`src/rtl/clpp_pkg.sv`:
```
// Shared types, codes and defaults for the cell-list particle pressure engine.
`default_nettype none

package clpp_pkg;

    localparam int DEF_MAX_PARTICLES = 4096;
    localparam int DEF_GRID_X        = 32;
    localparam int DEF_GRID_Y        = 32;
    localparam int DEF_GRID_Z        = 32;

    localparam int APB_AW = 5;

    localparam logic [1:0] OP_CLEAR  = 2'd0;
    localparam logic [1:0] OP_INSERT = 2'd1;
    localparam logic [1:0] OP_QUERY  = 2'd2;

    localparam logic [1:0] KIND_GHOST = 2'd0;
    localparam logic [1:0] KIND_FLUID = 2'd1;
    localparam logic [1:0] KIND_WALL  = 2'd2;

    localparam logic [2:0] REG_ORIGIN_X     = 3'd0;
    localparam logic [2:0] REG_ORIGIN_Y     = 3'd1;
    localparam logic [2:0] REG_ORIGIN_Z     = 3'd2;
    localparam logic [2:0] REG_CELL_SCALE   = 3'd3;
    localparam logic [2:0] REG_RADIUS       = 3'd4;
    localparam logic [2:0] REG_REST_DENSITY = 3'd5;
    localparam logic [2:0] REG_GAIN_FLUID   = 3'd6;
    localparam logic [2:0] REG_GAIN_WALL    = 3'd7;

    typedef struct packed {
        logic [1:0]         opcode;
        logic [11:0]        particle_index;
        logic signed [23:0] pos_x;
        logic signed [23:0] pos_y;
        logic signed [23:0] pos_z;
        logic [1:0]         kind;
    } in_t;

    typedef struct packed {
        logic [11:0] result_index;
        logic [23:0] density;
        logic [31:0] pressure;
        logic        out_of_grid;
    } out_t;

    typedef struct packed {
        logic signed [23:0] origin_x;
        logic signed [23:0] origin_y;
        logic signed [23:0] origin_z;
        logic [23:0]        cell_scale;
        logic [22:0]        radius;
        logic [23:0]        rest_density;
        logic [31:0]        gain_fluid;
        logic [31:0]        gain_wall;
    } cfg_t;

    function automatic logic is_real(input logic [1:0] k);
        return (k == KIND_FLUID) || (k == KIND_WALL);
    endfunction

endpackage

`default_nettype wire

```
`src/rtl/clpp_ctrl.sv`:
```
// Sequencer: grid sweep, insert linking, neighbour-list walk and pressure.
`default_nettype none

module clpp_ctrl #(
    parameter int MAX_PARTICLES = clpp_pkg::DEF_MAX_PARTICLES,
    parameter int GRID_X        = clpp_pkg::DEF_GRID_X,
    parameter int GRID_Y        = clpp_pkg::DEF_GRID_Y,
    parameter int GRID_Z        = clpp_pkg::DEF_GRID_Z,
    localparam int IW           = $clog2(MAX_PARTICLES),
    localparam int PW           = IW + 1,
    localparam int NCELLS       = GRID_X * GRID_Y * GRID_Z,
    localparam int CW           = $clog2(NCELLS)
) (
    input  wire logic             clk,
    input  wire logic             rst_n,
    input  wire logic             in_valid,
    output logic                  in_stall,
    input  wire clpp_pkg::in_t    in_data,
    output logic                  out_valid,
    input  wire logic             out_stall,
    output clpp_pkg::out_t        out_data,
    input  wire clpp_pkg::cfg_t   cfg,
    // particle store
    output logic                  pos_we,
    output logic [IW-1:0]         pos_waddr,
    output logic [73:0]           pos_wdata,
    output logic                  pos_re,
    output logic [IW-1:0]         pos_raddr,
    input  wire logic [73:0]      pos_rdata,
    // link store
    output logic                  link_we,
    output logic [IW-1:0]         link_waddr,
    output logic [PW-1:0]         link_wdata,
    output logic                  link_re,
    output logic [IW-1:0]         link_raddr,
    input  wire logic [PW-1:0]    link_rdata,
    // cell head/tail table
    output logic                  cell_we,
    output logic [CW-1:0]         cell_waddr,
    output logic [2*PW-1:0]       cell_wdata,
    output logic                  cell_re,
    output logic [CW-1:0]         cell_raddr,
    input  wire logic [2*PW-1:0]  cell_rdata,
    // weight unit
    output logic                  wu_start,
    output logic [45:0]           wu_d2,
    input  wire logic             wu_done,
    input  wire logic [39:0]      wu_weight
);

    localparam int XW = $clog2(GRID_X);
    localparam int YW = $clog2(GRID_Y);
    localparam int ZW = $clog2(GRID_Z);
    localparam logic [PW-1:0] EMPTY = '1;
    localparam logic [PW-1:0] PMAX  = PW'(MAX_PARTICLES);

    localparam logic [4:0] S_CLR  = 5'd0;
    localparam logic [4:0] S_IDLE = 5'd1;
    localparam logic [4:0] S_CHK  = 5'd2;
    localparam logic [4:0] S_MX   = 5'd3;
    localparam logic [4:0] S_MY   = 5'd4;
    localparam logic [4:0] S_MZ   = 5'd5;
    localparam logic [4:0] S_MC   = 5'd6;
    localparam logic [4:0] S_LIN  = 5'd7;
    localparam logic [4:0] S_CRD  = 5'd8;
    localparam logic [4:0] S_CWT  = 5'd9;
    localparam logic [4:0] S_LNK  = 5'd10;
    localparam logic [4:0] S_R2   = 5'd11;
    localparam logic [4:0] S_NB   = 5'd12;
    localparam logic [4:0] S_HRD  = 5'd13;
    localparam logic [4:0] S_HWT  = 5'd14;
    localparam logic [4:0] S_WLK  = 5'd15;
    localparam logic [4:0] S_WWT  = 5'd16;
    localparam logic [4:0] S_DX   = 5'd17;
    localparam logic [4:0] S_DY   = 5'd18;
    localparam logic [4:0] S_DZ   = 5'd19;
    localparam logic [4:0] S_DS   = 5'd20;
    localparam logic [4:0] S_CMP  = 5'd21;
    localparam logic [4:0] S_WU   = 5'd22;
    localparam logic [4:0] S_NXT  = 5'd23;
    localparam logic [4:0] S_PR   = 5'd24;
    localparam logic [4:0] S_PW   = 5'd25;
    localparam logic [4:0] S_OUT  = 5'd26;

    logic [4:0]         state_reg, state_next;
    logic [CW-1:0]      clr_cnt_reg, clr_cnt_next;
    logic               query_reg, query_next;
    logic [11:0]        idx_reg, idx_next;
    logic [IW-1:0]      slot_reg, slot_next;
    logic [23:0]        px_reg, px_next;
    logic [23:0]        py_reg, py_next;
    logic [23:0]        pz_reg, pz_next;
    logic [1:0]         kind_reg, kind_next;
    logic [17:0]        cx_reg, cx_next;
    logic [17:0]        cy_reg, cy_next;
    logic [17:0]        cz_reg, cz_next;
    logic [45:0]        r2_reg, r2_next;
    logic [1:0]         ox_reg, ox_next;
    logic [1:0]         oy_reg, oy_next;
    logic [1:0]         oz_reg, oz_next;
    logic [CW-1:0]      lin_reg, lin_next;
    logic [PW-1:0]      tail_reg, tail_next;
    logic [PW-1:0]      j_reg, j_next;
    logic [PW-1:0]      n_reg, n_next;
    logic [51:0]        d2_reg, d2_next;
    logic [23:0]        dens_reg, dens_next;
    logic [31:0]        press_reg, press_next;
    logic               oog_reg, oog_next;
    logic signed [58:0] prod_reg, prod_next;
    logic               out_valid_reg, out_valid_next;
    clpp_pkg::out_t     out_data_reg, out_data_next;

    logic               accept;
    logic               idx_ok;
    logic [IW-1:0]      in_slot;
    logic signed [25:0] mul_a;
    logic signed [32:0] mul_b;
    logic [18:0]        nx, ny, nz;
    logic               in_g;
    logic [CW-1:0]      lin_calc;
    logic [PW-1:0]      head_rd, tail_rd;
    logic [23:0]        qx, qy, qz;
    logic [1:0]         qk;
    logic [39:0]        dens_sum;
    logic [23:0]        dens_diff;
    logic [31:0]        gain_sel;

    assign accept    = in_valid && !in_stall;
    assign in_stall  = (state_reg != S_IDLE);
    assign idx_ok    = (32'(in_data.particle_index) < MAX_PARTICLES);
    assign in_slot   = IW'(in_data.particle_index);
    assign out_valid = out_valid_reg;
    assign out_data  = out_data_reg;

    assign qx = pos_rdata[73:50];
    assign qy = pos_rdata[49:26];
    assign qz = pos_rdata[25:2];
    assign qk = pos_rdata[1:0];

    assign head_rd = cell_rdata[2*PW-1:PW];
    assign tail_rd = cell_rdata[PW-1:0];

    assign dens_sum  = {16'b0, dens_reg} + wu_weight;
    assign dens_diff = dens_reg - cfg.rest_density;
    assign gain_sel  = (kind_reg == clpp_pkg::KIND_FLUID) ? cfg.gain_fluid : cfg.gain_wall;

    // Cell under test: own cell plus offset (offset code 1 is the centre).
    assign nx   = {cx_reg[17], cx_reg} + {17'b0, ox_reg} - 19'd1;
    assign ny   = {cy_reg[17], cy_reg} + {17'b0, oy_reg} - 19'd1;
    assign nz   = {cz_reg[17], cz_reg} + {17'b0, oz_reg} - 19'd1;
    assign in_g = !nx[18] && (nx < 19'(GRID_X))
               && !ny[18] && (ny < 19'(GRID_Y))
               && !nz[18] && (nz < 19'(GRID_Z));
    assign lin_calc = CW'(nz[ZW-1:0]) * CW'(GRID_X * GRID_Y)
                    + CW'(ny[YW-1:0]) * CW'(GRID_X)
                    + CW'(nx[XW-1:0]);

    // Shared multiplier: cell coordinates, radius squared, distance squares, pressure.
    always_comb
    begin
        case (state_reg)
            S_MX:
            begin
                mul_a = {{2{px_reg[23]}}, px_reg} - {{2{cfg.origin_x[23]}}, cfg.origin_x};
                mul_b = {9'b0, cfg.cell_scale};
            end
            S_MY:
            begin
                mul_a = {{2{py_reg[23]}}, py_reg} - {{2{cfg.origin_y[23]}}, cfg.origin_y};
                mul_b = {9'b0, cfg.cell_scale};
            end
            S_MZ:
            begin
                mul_a = {{2{pz_reg[23]}}, pz_reg} - {{2{cfg.origin_z[23]}}, cfg.origin_z};
                mul_b = {9'b0, cfg.cell_scale};
            end
            S_MC:
            begin
                mul_a = {3'b0, cfg.radius};
                mul_b = {10'b0, cfg.radius};
            end
            S_DX:
            begin
                mul_a = {{2{qx[23]}}, qx} - {{2{px_reg[23]}}, px_reg};
                mul_b = {{7{mul_a[25]}}, mul_a};
            end
            S_DY:
            begin
                mul_a = {{2{qy[23]}}, qy} - {{2{py_reg[23]}}, py_reg};
                mul_b = {{7{mul_a[25]}}, mul_a};
            end
            S_DZ:
            begin
                mul_a = {{2{qz[23]}}, qz} - {{2{pz_reg[23]}}, pz_reg};
                mul_b = {{7{mul_a[25]}}, mul_a};
            end
            S_PR:
            begin
                mul_a = {2'b0, dens_diff};
                mul_b = {1'b0, gain_sel};
            end
            default:
            begin
                mul_a = '0;
                mul_b = '0;
            end
        endcase
        prod_next = mul_a * mul_b;
    end

    always_comb
    begin
        state_next     = state_reg;
        clr_cnt_next   = clr_cnt_reg;
        query_next     = query_reg;
        idx_next       = idx_reg;
        slot_next      = slot_reg;
        px_next        = px_reg;
        py_next        = py_reg;
        pz_next        = pz_reg;
        kind_next      = kind_reg;
        cx_next        = cx_reg;
        cy_next        = cy_reg;
        cz_next        = cz_reg;
        r2_next        = r2_reg;
        ox_next        = ox_reg;
        oy_next        = oy_reg;
        oz_next        = oz_reg;
        lin_next       = lin_reg;
        tail_next      = tail_reg;
        j_next         = j_reg;
        n_next         = n_reg;
        d2_next        = d2_reg;
        dens_next      = dens_reg;
        press_next     = press_reg;
        oog_next       = oog_reg;
        out_valid_next = out_valid_reg;
        out_data_next  = out_data_reg;

        pos_we     = 1'b0;
        pos_waddr  = in_slot;
        pos_wdata  = {in_data.pos_x, in_data.pos_y, in_data.pos_z, in_data.kind};
        pos_re     = 1'b0;
        pos_raddr  = (state_reg == S_IDLE) ? in_slot : j_reg[IW-1:0];
        link_we    = 1'b0;
        link_waddr = slot_reg;
        link_wdata = EMPTY;
        link_re    = 1'b0;
        link_raddr = j_reg[IW-1:0];
        cell_we    = 1'b0;
        cell_waddr = lin_reg;
        cell_wdata = '1;
        cell_re    = 1'b0;
        cell_raddr = lin_reg;
        wu_start   = 1'b0;
        wu_d2      = d2_reg[45:0];

        if (out_valid_reg && !out_stall)
        begin
            out_valid_next = 1'b0;
        end

        case (state_reg)
            S_CLR:
            begin
                cell_we    = 1'b1;
                cell_waddr = clr_cnt_reg;
                if (clr_cnt_reg == CW'(NCELLS - 1))
                begin
                    state_next = S_IDLE;
                end
                else
                begin
                    clr_cnt_next = clr_cnt_reg + 1'b1;
                end
            end
            S_IDLE:
            begin
                if (accept)
                begin
                    case (in_data.opcode)
                        clpp_pkg::OP_CLEAR:
                        begin
                            clr_cnt_next = '0;
                            state_next   = S_CLR;
                        end
                        clpp_pkg::OP_INSERT:
                        begin
                            query_next = 1'b0;
                            slot_next  = in_slot;
                            px_next    = in_data.pos_x;
                            py_next    = in_data.pos_y;
                            pz_next    = in_data.pos_z;
                            kind_next  = in_data.kind;
                            ox_next    = 2'd1;
                            oy_next    = 2'd1;
                            oz_next    = 2'd1;
                            if (idx_ok)
                            begin
                                pos_we = 1'b1;
                                if (clpp_pkg::is_real(in_data.kind))
                                begin
                                    state_next = S_MX;
                                end
                            end
                        end
                        clpp_pkg::OP_QUERY:
                        begin
                            query_next = 1'b1;
                            idx_next   = in_data.particle_index;
                            slot_next  = in_slot;
                            dens_next  = '0;
                            press_next = '0;
                            oog_next   = 1'b0;
                            ox_next    = 2'd0;
                            oy_next    = 2'd0;
                            oz_next    = 2'd0;
                            if (idx_ok)
                            begin
                                pos_re     = 1'b1;
                                state_next = S_CHK;
                            end
                            else
                            begin
                                state_next = S_OUT;
                            end
                        end
                        default:
                        begin
                            state_next = S_IDLE;
                        end
                    endcase
                end
            end
            S_CHK:
            begin
                px_next   = qx;
                py_next   = qy;
                pz_next   = qz;
                kind_next = qk;
                state_next = clpp_pkg::is_real(qk) ? S_MX : S_OUT;
            end
            S_MX:
            begin
                state_next = S_MY;
            end
            S_MY:
            begin
                // floor of Q16.32 product, plus one
                cx_next    = prod_reg[49:32] + 18'd1;
                state_next = S_MZ;
            end
            S_MZ:
            begin
                cy_next    = prod_reg[49:32] + 18'd1;
                state_next = S_MC;
            end
            S_MC:
            begin
                cz_next    = prod_reg[49:32] + 18'd1;
                state_next = query_reg ? S_R2 : S_LIN;
            end
            S_LIN:
            begin
                lin_next   = lin_calc;
                state_next = in_g ? S_CRD : S_IDLE;
            end
            S_CRD:
            begin
                cell_re    = 1'b1;
                state_next = S_CWT;
            end
            S_CWT:
            begin
                tail_next  = tail_rd;
                link_we    = 1'b1;
                cell_we    = 1'b1;
                cell_wdata = {(tail_rd < PMAX) ? head_rd : {1'b0, slot_reg}, {1'b0, slot_reg}};
                state_next = S_LNK;
            end
            S_LNK:
            begin
                // link written after the slot's own terminator, so a self tail cycles
                if (tail_reg < PMAX)
                begin
                    link_we    = 1'b1;
                    link_waddr = tail_reg[IW-1:0];
                    link_wdata = {1'b0, slot_reg};
                end
                state_next = S_IDLE;
            end
            S_R2:
            begin
                r2_next    = prod_reg[45:0];
                state_next = S_NB;
            end
            S_NB:
            begin
                lin_next = lin_calc;
                if (in_g)
                begin
                    state_next = S_HRD;
                end
                else
                begin
                    oog_next   = 1'b1;
                    state_next = S_NXT;
                end
            end
            S_HRD:
            begin
                cell_re    = 1'b1;
                state_next = S_HWT;
            end
            S_HWT:
            begin
                j_next     = head_rd;
                n_next     = '0;
                state_next = S_WLK;
            end
            S_WLK:
            begin
                if ((j_reg < PMAX) && (n_reg < PMAX))
                begin
                    n_next     = n_reg + 1'b1;
                    pos_re     = 1'b1;
                    link_re    = 1'b1;
                    state_next = S_WWT;
                end
                else
                begin
                    state_next = S_NXT;
                end
            end
            S_WWT:
            begin
                j_next = link_rdata;
                if ((j_reg != {1'b0, slot_reg}) && clpp_pkg::is_real(qk))
                begin
                    state_next = S_DX;
                end
                else
                begin
                    state_next = S_WLK;
                end
            end
            S_DX:
            begin
                state_next = S_DY;
            end
            S_DY:
            begin
                d2_next    = 52'(prod_reg[50:0]);
                state_next = S_DZ;
            end
            S_DZ:
            begin
                d2_next    = d2_reg + 52'(prod_reg[50:0]);
                state_next = S_DS;
            end
            S_DS:
            begin
                d2_next    = d2_reg + 52'(prod_reg[50:0]);
                state_next = S_CMP;
            end
            S_CMP:
            begin
                if (d2_reg < {6'b0, r2_reg})
                begin
                    wu_start   = 1'b1;
                    state_next = S_WU;
                end
                else
                begin
                    state_next = S_WLK;
                end
            end
            S_WU:
            begin
                if (wu_done)
                begin
                    dens_next  = (dens_sum[39:24] != 16'd0) ? 24'hFF_FFFF : dens_sum[23:0];
                    state_next = S_WLK;
                end
            end
            S_NXT:
            begin
                state_next = S_NB;
                if (ox_reg == 2'd2)
                begin
                    ox_next = 2'd0;
                    if (oy_reg == 2'd2)
                    begin
                        oy_next = 2'd0;
                        if (oz_reg == 2'd2)
                        begin
                            state_next = S_PR;
                        end
                        else
                        begin
                            oz_next = oz_reg + 2'd1;
                        end
                    end
                    else
                    begin
                        oy_next = oy_reg + 2'd1;
                    end
                end
                else
                begin
                    ox_next = ox_reg + 2'd1;
                end
            end
            S_PR:
            begin
                if (dens_reg > cfg.rest_density)
                begin
                    state_next = S_PW;
                end
                else
                begin
                    press_next = '0;
                    state_next = S_OUT;
                end
            end
            S_PW:
            begin
                press_next = (prod_reg[55:48] != 8'd0) ? 32'hFFFF_FFFF : prod_reg[47:16];
                state_next = S_OUT;
            end
            S_OUT:
            begin
                if (!out_valid_reg || !out_stall)
                begin
                    out_valid_next             = 1'b1;
                    out_data_next.result_index = idx_reg;
                    out_data_next.density      = dens_reg;
                    out_data_next.pressure     = press_reg;
                    out_data_next.out_of_grid  = oog_reg;
                    state_next                 = S_IDLE;
                end
            end
            default:
            begin
                state_next = S_IDLE;
            end
        endcase
    end

    always_ff @(posedge clk or negedge rst_n)
    begin
        if (!rst_n)
        begin
            state_reg     <= S_CLR;
            clr_cnt_reg   <= '0;
            out_valid_reg <= 1'b0;
        end
        else
        begin
            state_reg     <= state_next;
            clr_cnt_reg   <= clr_cnt_next;
            out_valid_reg <= out_valid_next;
        end
    end

    always_ff @(posedge clk)
    begin
        query_reg    <= query_next;
        idx_reg      <= idx_next;
        slot_reg     <= slot_next;
        px_reg       <= px_next;
        py_reg       <= py_next;
        pz_reg       <= pz_next;
        kind_reg     <= kind_next;
        cx_reg       <= cx_next;
        cy_reg       <= cy_next;
        cz_reg       <= cz_next;
        r2_reg       <= r2_next;
        ox_reg       <= ox_next;
        oy_reg       <= oy_next;
        oz_reg       <= oz_next;
        lin_reg      <= lin_next;
        tail_reg     <= tail_next;
        j_reg        <= j_next;
        n_reg        <= n_next;
        d2_reg       <= d2_next;
        dens_reg     <= dens_next;
        press_reg    <= press_next;
        oog_reg      <= oog_next;
        prod_reg     <= prod_next;
        out_data_reg <= out_data_next;
    end

endmodule

`default_nettype wire
```
`config.mk`:
```
export PLATFORM = sky130hd
export DESIGN_NAME = clpp_ctrl
export DESIGN_NICKNAME = d
export VERILOG_FILES = /design/src/rtl/clpp_pkg.sv /design/src/rtl/clpp_ctrl.sv
export SDC_FILE = /design/constraint.sdc
export NUM_CORES = 2
export LEC_CHECK = 0
export BUFFER_PORTS_ARGS = -buffer_cell sky130_fd_sc_hd__buf_2
export CAP_MARGIN = 0
export CORE_UTILIZATION = 45
export DETAILED_ROUTE_END_ITERATION = 10
export PLACE_DENSITY = 0.73
export SYNTH_ARGS = -nofsm -noshare
export SYNTH_HDL_FRONTEND = slang
export SYNTH_SLANG_ARGS = --single-unit
```
`constraint.sdc`:
```
create_clock -name clk -period 10.9 [get_ports clk]
set_clock_uncertainty 0.05 [all_clocks]
set_input_delay 1.635 -clock clk [delete_from_list [all_inputs] [get_ports clk]]
set_output_delay 1.635 -clock clk [all_outputs]
set_load 0.005 [all_outputs]
```
**Word-level counts from Yosys, hierarchy flattened**

Index checks and enable logic that the tools add are counted.
W data, S select, Z words.

- Flip-flop bits (word level): 514
- Input bits: 453
- Output and inout port bits: 315
- Word-level logic and storage cells: 262

- Add/subtract/negate cells: 23
- Multipliers: 1
- Order comparisons: 9
- Equal/unequal tests: 55
- Multiplexer cells: 92
- Reduce and logical (&&, ||, !) cells: 52

Operators with widths:

| kind | number |
|---|---|
| $mux W24 | 10 |
| $pmux W26 S8 | 1 |
| $pmux W33 S6 | 1 |
| $pmux W24 S2 | 4 |
| $mux W32 | 5 |
| $sub A24 B24 Y25 | 6 |
| $pmux W5 S26 | 1 |
| $pmux W52 S2 | 1 |
| $pmux W32 S3 | 1 |
| $mux W15 | 4 |
| $mux W5 | 12 |
| $add A18 B3 Y19 | 3 |
| $lt A19 B6 Y1 const B | 3 |
| $sub A19 B1 Y19 const B | 3 |
| $mul A26 B33 Y56 | 1 |
| $eq A5 B5 Y1 const B | 11 |
| $add A52 B51 Y52 | 1 |
| $lt A13 B13 Y1 const B | 4 |
| $lt A52 B46 Y1 | 1 |
| $mux W13 | 4 |
| $pmux W13 S2 | 2 |
| $add A24 B40 Y40 | 1 |
| $eq A5 B4 Y1 const B | 8 |
| $mux W12 | 3 |
| 45 further kinds | 141 |

**Logic depth before layout (Yosys ltp)**

- Word-level depth: 10
- Depth in mapped cells: 44
- Gate-level depth less buffers: 43

**Least setup slack after synthesis**

No wires, ideal clock.

- Kind: input port to flip-flop
- Start point: input port pos_rdata[26]
- End point: register prod_reg[51]
- Library setup time: 0.121 ns
- Arrival time: 10.923 ns
- Slack: -0.194 ns
- Stages on the path: 41
- Path through: inv_1 > ha_1 > inv_1 > fa_1 > a211oi_1 > o21ai_1 > a21oi_1 > o21ai_1 > a41oi_1 > o2111ai_1 > a211oi_2 > nor4_2 > buf_2 > o21ai_1 > buf_2 > nand2_1 > fa_1 > inv_1 > [5 not listed] > fa_1 > fa_1 > inv_1 > fa_1 > inv_1 > ha_1 > and4_1 > nand3_1 > nor2_1 > nand2_1 > nor3_1 > o21ai_0 > or4b_2 > nand3_1 > o311ai_0 > a21bo_2 > mux2i_1 > nand2_1

- Cells in the longest elaborated chain, start to end: 3

Ends and longest elaborated chain:

| element | line | source |
|---|---|---|
| start, declared | clpp_ctrl.sv:29 | `input wire logic [73:0] pos_rdata,` |
| $sub A24 B24 Y25 * | clpp_ctrl.sv:189 | `mul_a = {{2{qy[23]}}, qy} - {{2{py_reg[23]}}, py_reg};` |
| $pmux W26 S8 / $pmux W33 S6 (equally long branches) | clpp_ctrl.sv:161 | `case (state_reg)` |
| $mul A26 B33 Y56 * | clpp_ctrl.sv:208 | `prod_next = mul_a * mul_b;` |
| via prod_next[51] | clpp_ctrl.sv:109 | `logic signed [58:0] prod_reg, prod_next;` |
| end signal, assigned | clpp_ctrl.sv:590 | `prod_reg <= prod_next;` |
| end, declared | clpp_ctrl.sv:109 |  |

The timed path passes the listed nets; every way through them passes the cells marked *.
A chain may end at the register's enable or synchronous reset.

**Worst setup path in the final report**

- Start point: input port cfg[64] (netlist bit)
- End point: register prod_reg[54]

- Cells in the longest elaborated chain, start to end: 3

Ends and longest elaborated chain:

| element | line | source |
|---|---|---|
| start, declared | clpp_ctrl.sv:22 | `input wire clpp_pkg::cfg_t cfg,` |
| $sub A24 B24 Y24 | clpp_ctrl.sv:144 | `assign dens_diff = dens_reg - cfg.rest_density;` |
| $pmux W26 S8 | clpp_ctrl.sv:161 |  |
| $mul A26 B33 Y56 | clpp_ctrl.sv:208 |  |
| via prod_next[54] | clpp_ctrl.sv:109 |  |

The timed path passes the listed nets, and every way through them passes these cells.

==> impl_metrics.toml <==
[sta]
final_number_of_max_transition_violations = 0
setup_repair_after_global_routing_missed_its_margin = "true"
setup_ws_ns = -0.02930
slew_headroom = 0.1672
timing.fmax_ghz = 0.09150
whs_ns = 0.3647
final_period_minus_worst_setup_slack_ns = 10.93
hold_violations = 0
final_min_period_over_clock_period = 1.003
final-setup-viol-count = 1
worst_slew_pin_slew_ns = 1.249

[global_routing]
grt_usage = 0.3331
grt_antenna_before_repair = 37
grt_max_degree = 93
via_count_of_the_first_global_routing_pass = 59087
grt_remaining_overflow = 0
grt_pass1_wl_um = 372700

[finish]
syn_to_final_growth_pct = 22.68
filler_cell_count = 13188
layout.nets = 10376
post_route_cells_drive_above_1_share = 0.2551
final_util = 0.5558
stdcell_area_mm2 = 0.08208
largest_reg_flops = 69

[yosys]
ys_top_cells_by_area = "fa_1 (26%), edfxtp_1 (20%), ha_1 (9.6%)"
syn-instance-count = 7206
synth_xor_area_frac = 0.04360
synth-main-ff-cell = "edfxtp_1"
synth_warnings = 0
seq_area_frac_synth = 0.2208
synth_enable_flop_cells = 437
ys_ff_latch = 514
yosys.area.top_type_share = 0.2576
synth.avg_cell_area_um2 = 9.284
post_synth_fa_ha_maj_area_fraction = 0.3536
share_of_synthesized_cell_area_in_and_or_nand_and_nor_gates = 0.1303
netlist.top_cell.by_area = "fa_1"
synth-async-reset-ratio = 0.04086
synth_area_mm2 = 0.06690
post_synth_num_cell_types = 89
combinational_family_with_the_most_area_after_synthesis = "adder cells"
syn_nets = 9033
share_of_cell_area_taken_by_muxes_after_synthesis = 0.02689
synth_compound_gate_area_share = 0.1228

[setup_path]
timing.reg2reg.worst_path_depth = 43
cp_num_buf_inv = 11
critPathMaxStageDelay_ns = 0.58
worst-path-max-fanout = 4
data_required_time_of_the_critical_path_ns = 11.40
cpMaxStageDelayCell = "fa_2"
cp_top_family = "adder cells"
worstSetupPathDepth = 43
critPathCaptureType = "flop"
start_kind = "input pin"
worstSetupPathType = "input pin to flop"
timing.critical_path.arrival_ns = 11.43

[die]
floorplan.die.width_um = 387.6
core_outline_area_mm2 = 0.1477
placementRows = 141
fp.dieArea_mm2 = 0.1502
die_h_um = 387.6
num_io_pins = 768
initial_utilization = 0.4531

[detailed_routing]
drc = 0
route.detailed.wl_per_inst_um = 24.04
drt-initial-drc-count = 5083
routed_wl_um = 253500
routed_via_density = 5.541
vias = 58437
drtAntennaViolNets = 0
drt-pass1-iter-count = 6

[place]
finalWeightedCongestion = 1.034
dp.final_hpwl_um = 214100
placedInstanceArea_mm2 = 0.07834
io_buffer_count = 767

[clock_network]
cts-htree-levels = 2
numClockSinks = 514
cts_tree = "built"
clk_transition_reported_paths_ns = 0.06
clock-root-buffer = "clkbuf_16"
clock_tree.buffer_depth = 3
inserted_clock_buffers = 61
cts_hold_buf = 0
clk-insertion-delay-late_ns = 0.72

[flow_run]
max-cap-violations = 0

[outcome]
violations = "negative setup slack"
run_status = "finished with violations"

[worst_hold_path]
min_path_cells = 0
worst_hold_path_type = "flop to flop"
==> cells in the mapped netlist (27+ instances only) <==
cell type and instances:
xnor2_1 216, inv_1 1275, and3_1 38, a211oi_1 37, nand3_1 85, o21bai_1 40
or3_1 40, a22oi_1 31, nor3_1 60, xor2_1 117, mux2_2 118, nand4_1 44
clkbuf_1 211, and2_1 163, o21a_1 89, edfxtp_1 437, nand2_1 935, a211o_1 27
nor2b_1 58, nand2b_1 57, a31oi_1 51, nor2_1 330, dfxtp_1 56, a21o_1 151
buf_4 144, fa_1 861, mux2i_1 47, a21oi_1 320, o211ai_1 36, ha_1 513
o21ai_0 231
==> through the flow <==
step / worst slack (ns) / setup TNS [ns] / cells
after floorplan: 0.01203 / 0 / 7206
after global placement: -1.224 / -19.40 / 10370
after detailed placement: -1.354 / -23.06 / 10370
after CTS: -0.1300 / -0.1300 / 10493
after global routing: -0.2720 / -0.7894 / 10536
final: -0.02930 / -0.02930 / 10547
==> final timing paths <==
check,startpoint,to,slack [ns]
max reg2reg,dens_reg[0],prod_reg[54],0.36
max,cfg[64],prod_reg[54],-0.03
max in group asynchronous,rst_n,state_reg[4],9.53
min reg2reg,press_reg[18],out_data[19],0.36
min in group asynchronous,rst_n,out_valid,0.86
min,press_reg[18],out_data[19],0.36
==> cells by family after synthesis <==
logic type      count (synthesis)
compound gates               1244
xor+xnor                      333
fa+ha+maj                    1374
buf+inv                      1666
flops                         514
mux                           165
simple gates                 1910
==> layer usage <==
metal  vias to the layer above  share of wire  wire length (um)  track usage
li1                      26184              -                 -            -
met1                     29020           0.41            103600       0.4369
met2                      2694           0.46            115500       0.5378
met3                       527          0.085             21610      0.06282
met4                        12          0.050             12690       0.1426
met5                         -        0.00033                83            0
==> layout make-up <==
cell class | instances | area [um2] | area share
Antenna cell | 17 | 42.54 | 0.0005183
Clock buffer | 72 | 1568 | 0.01910
Clock inverter | 42 | 465.4 | 0.005671
Inverter | 1277 | 4827 | 0.05881
Multi-Input combinational cell | 5027 | 46560 | 0.5673
Sequential cell | 514 | 14770 | 0.1799
Tap cell | 1930 | 2415 | 0.02942
Timing Repair Buffer | 1668 | 11430 | 0.1393
==> repair_timing <==
action | 4_1_cts | 5_1_grt
setup buffers | 7 | 43
hold endpoints to repair | 0 | 0
resized for setup | 71 | 265
endpoints found under the setup margin | 16 | 22
gates cloned | 2 | 1
pin swaps | 27 | 215
==> worst register-to-register path, delay by kind of cell, from the launching register on <==
kind / cells / cell delay (ns)
compound gates: 17 / 3.72
fa+ha+maj: 10 / 4.12
simple gates: 3 / 0.44
xor+xnor: 2 / 0.37
flops: 1 / 0.50
buf+inv: 11 / 1.18
==> layout by cell type, fill, tap and decap left out, types with 37 or more instances in the layout <==
master     count
inv_2         38
dfxtp_1       56
a21o_1       150
nor2_1       309
buf_12        48
xor2_1       114
nor3_1        54
edfxtp_1     437
nand3_1       79
xnor2_1      210
buf_4        815
and3_1        37
nand4_1       44
o21a_1        88
clkbuf_16     62
mux2_2       118
o21bai_1      39
a31oi_1       48
fa_1         831
nand2b_1      57
buf_2        762
inv_1       1233
mux2i_1       47
a21oi_1      297
and2_1       157
nand2_1      914
nor2b_1       54
ha_1         489
or3_1         40
o21ai_0      222
Power is not shown: default switching activity piles up to over one toggle a cycle in this logic, so the estimate is an artifact.
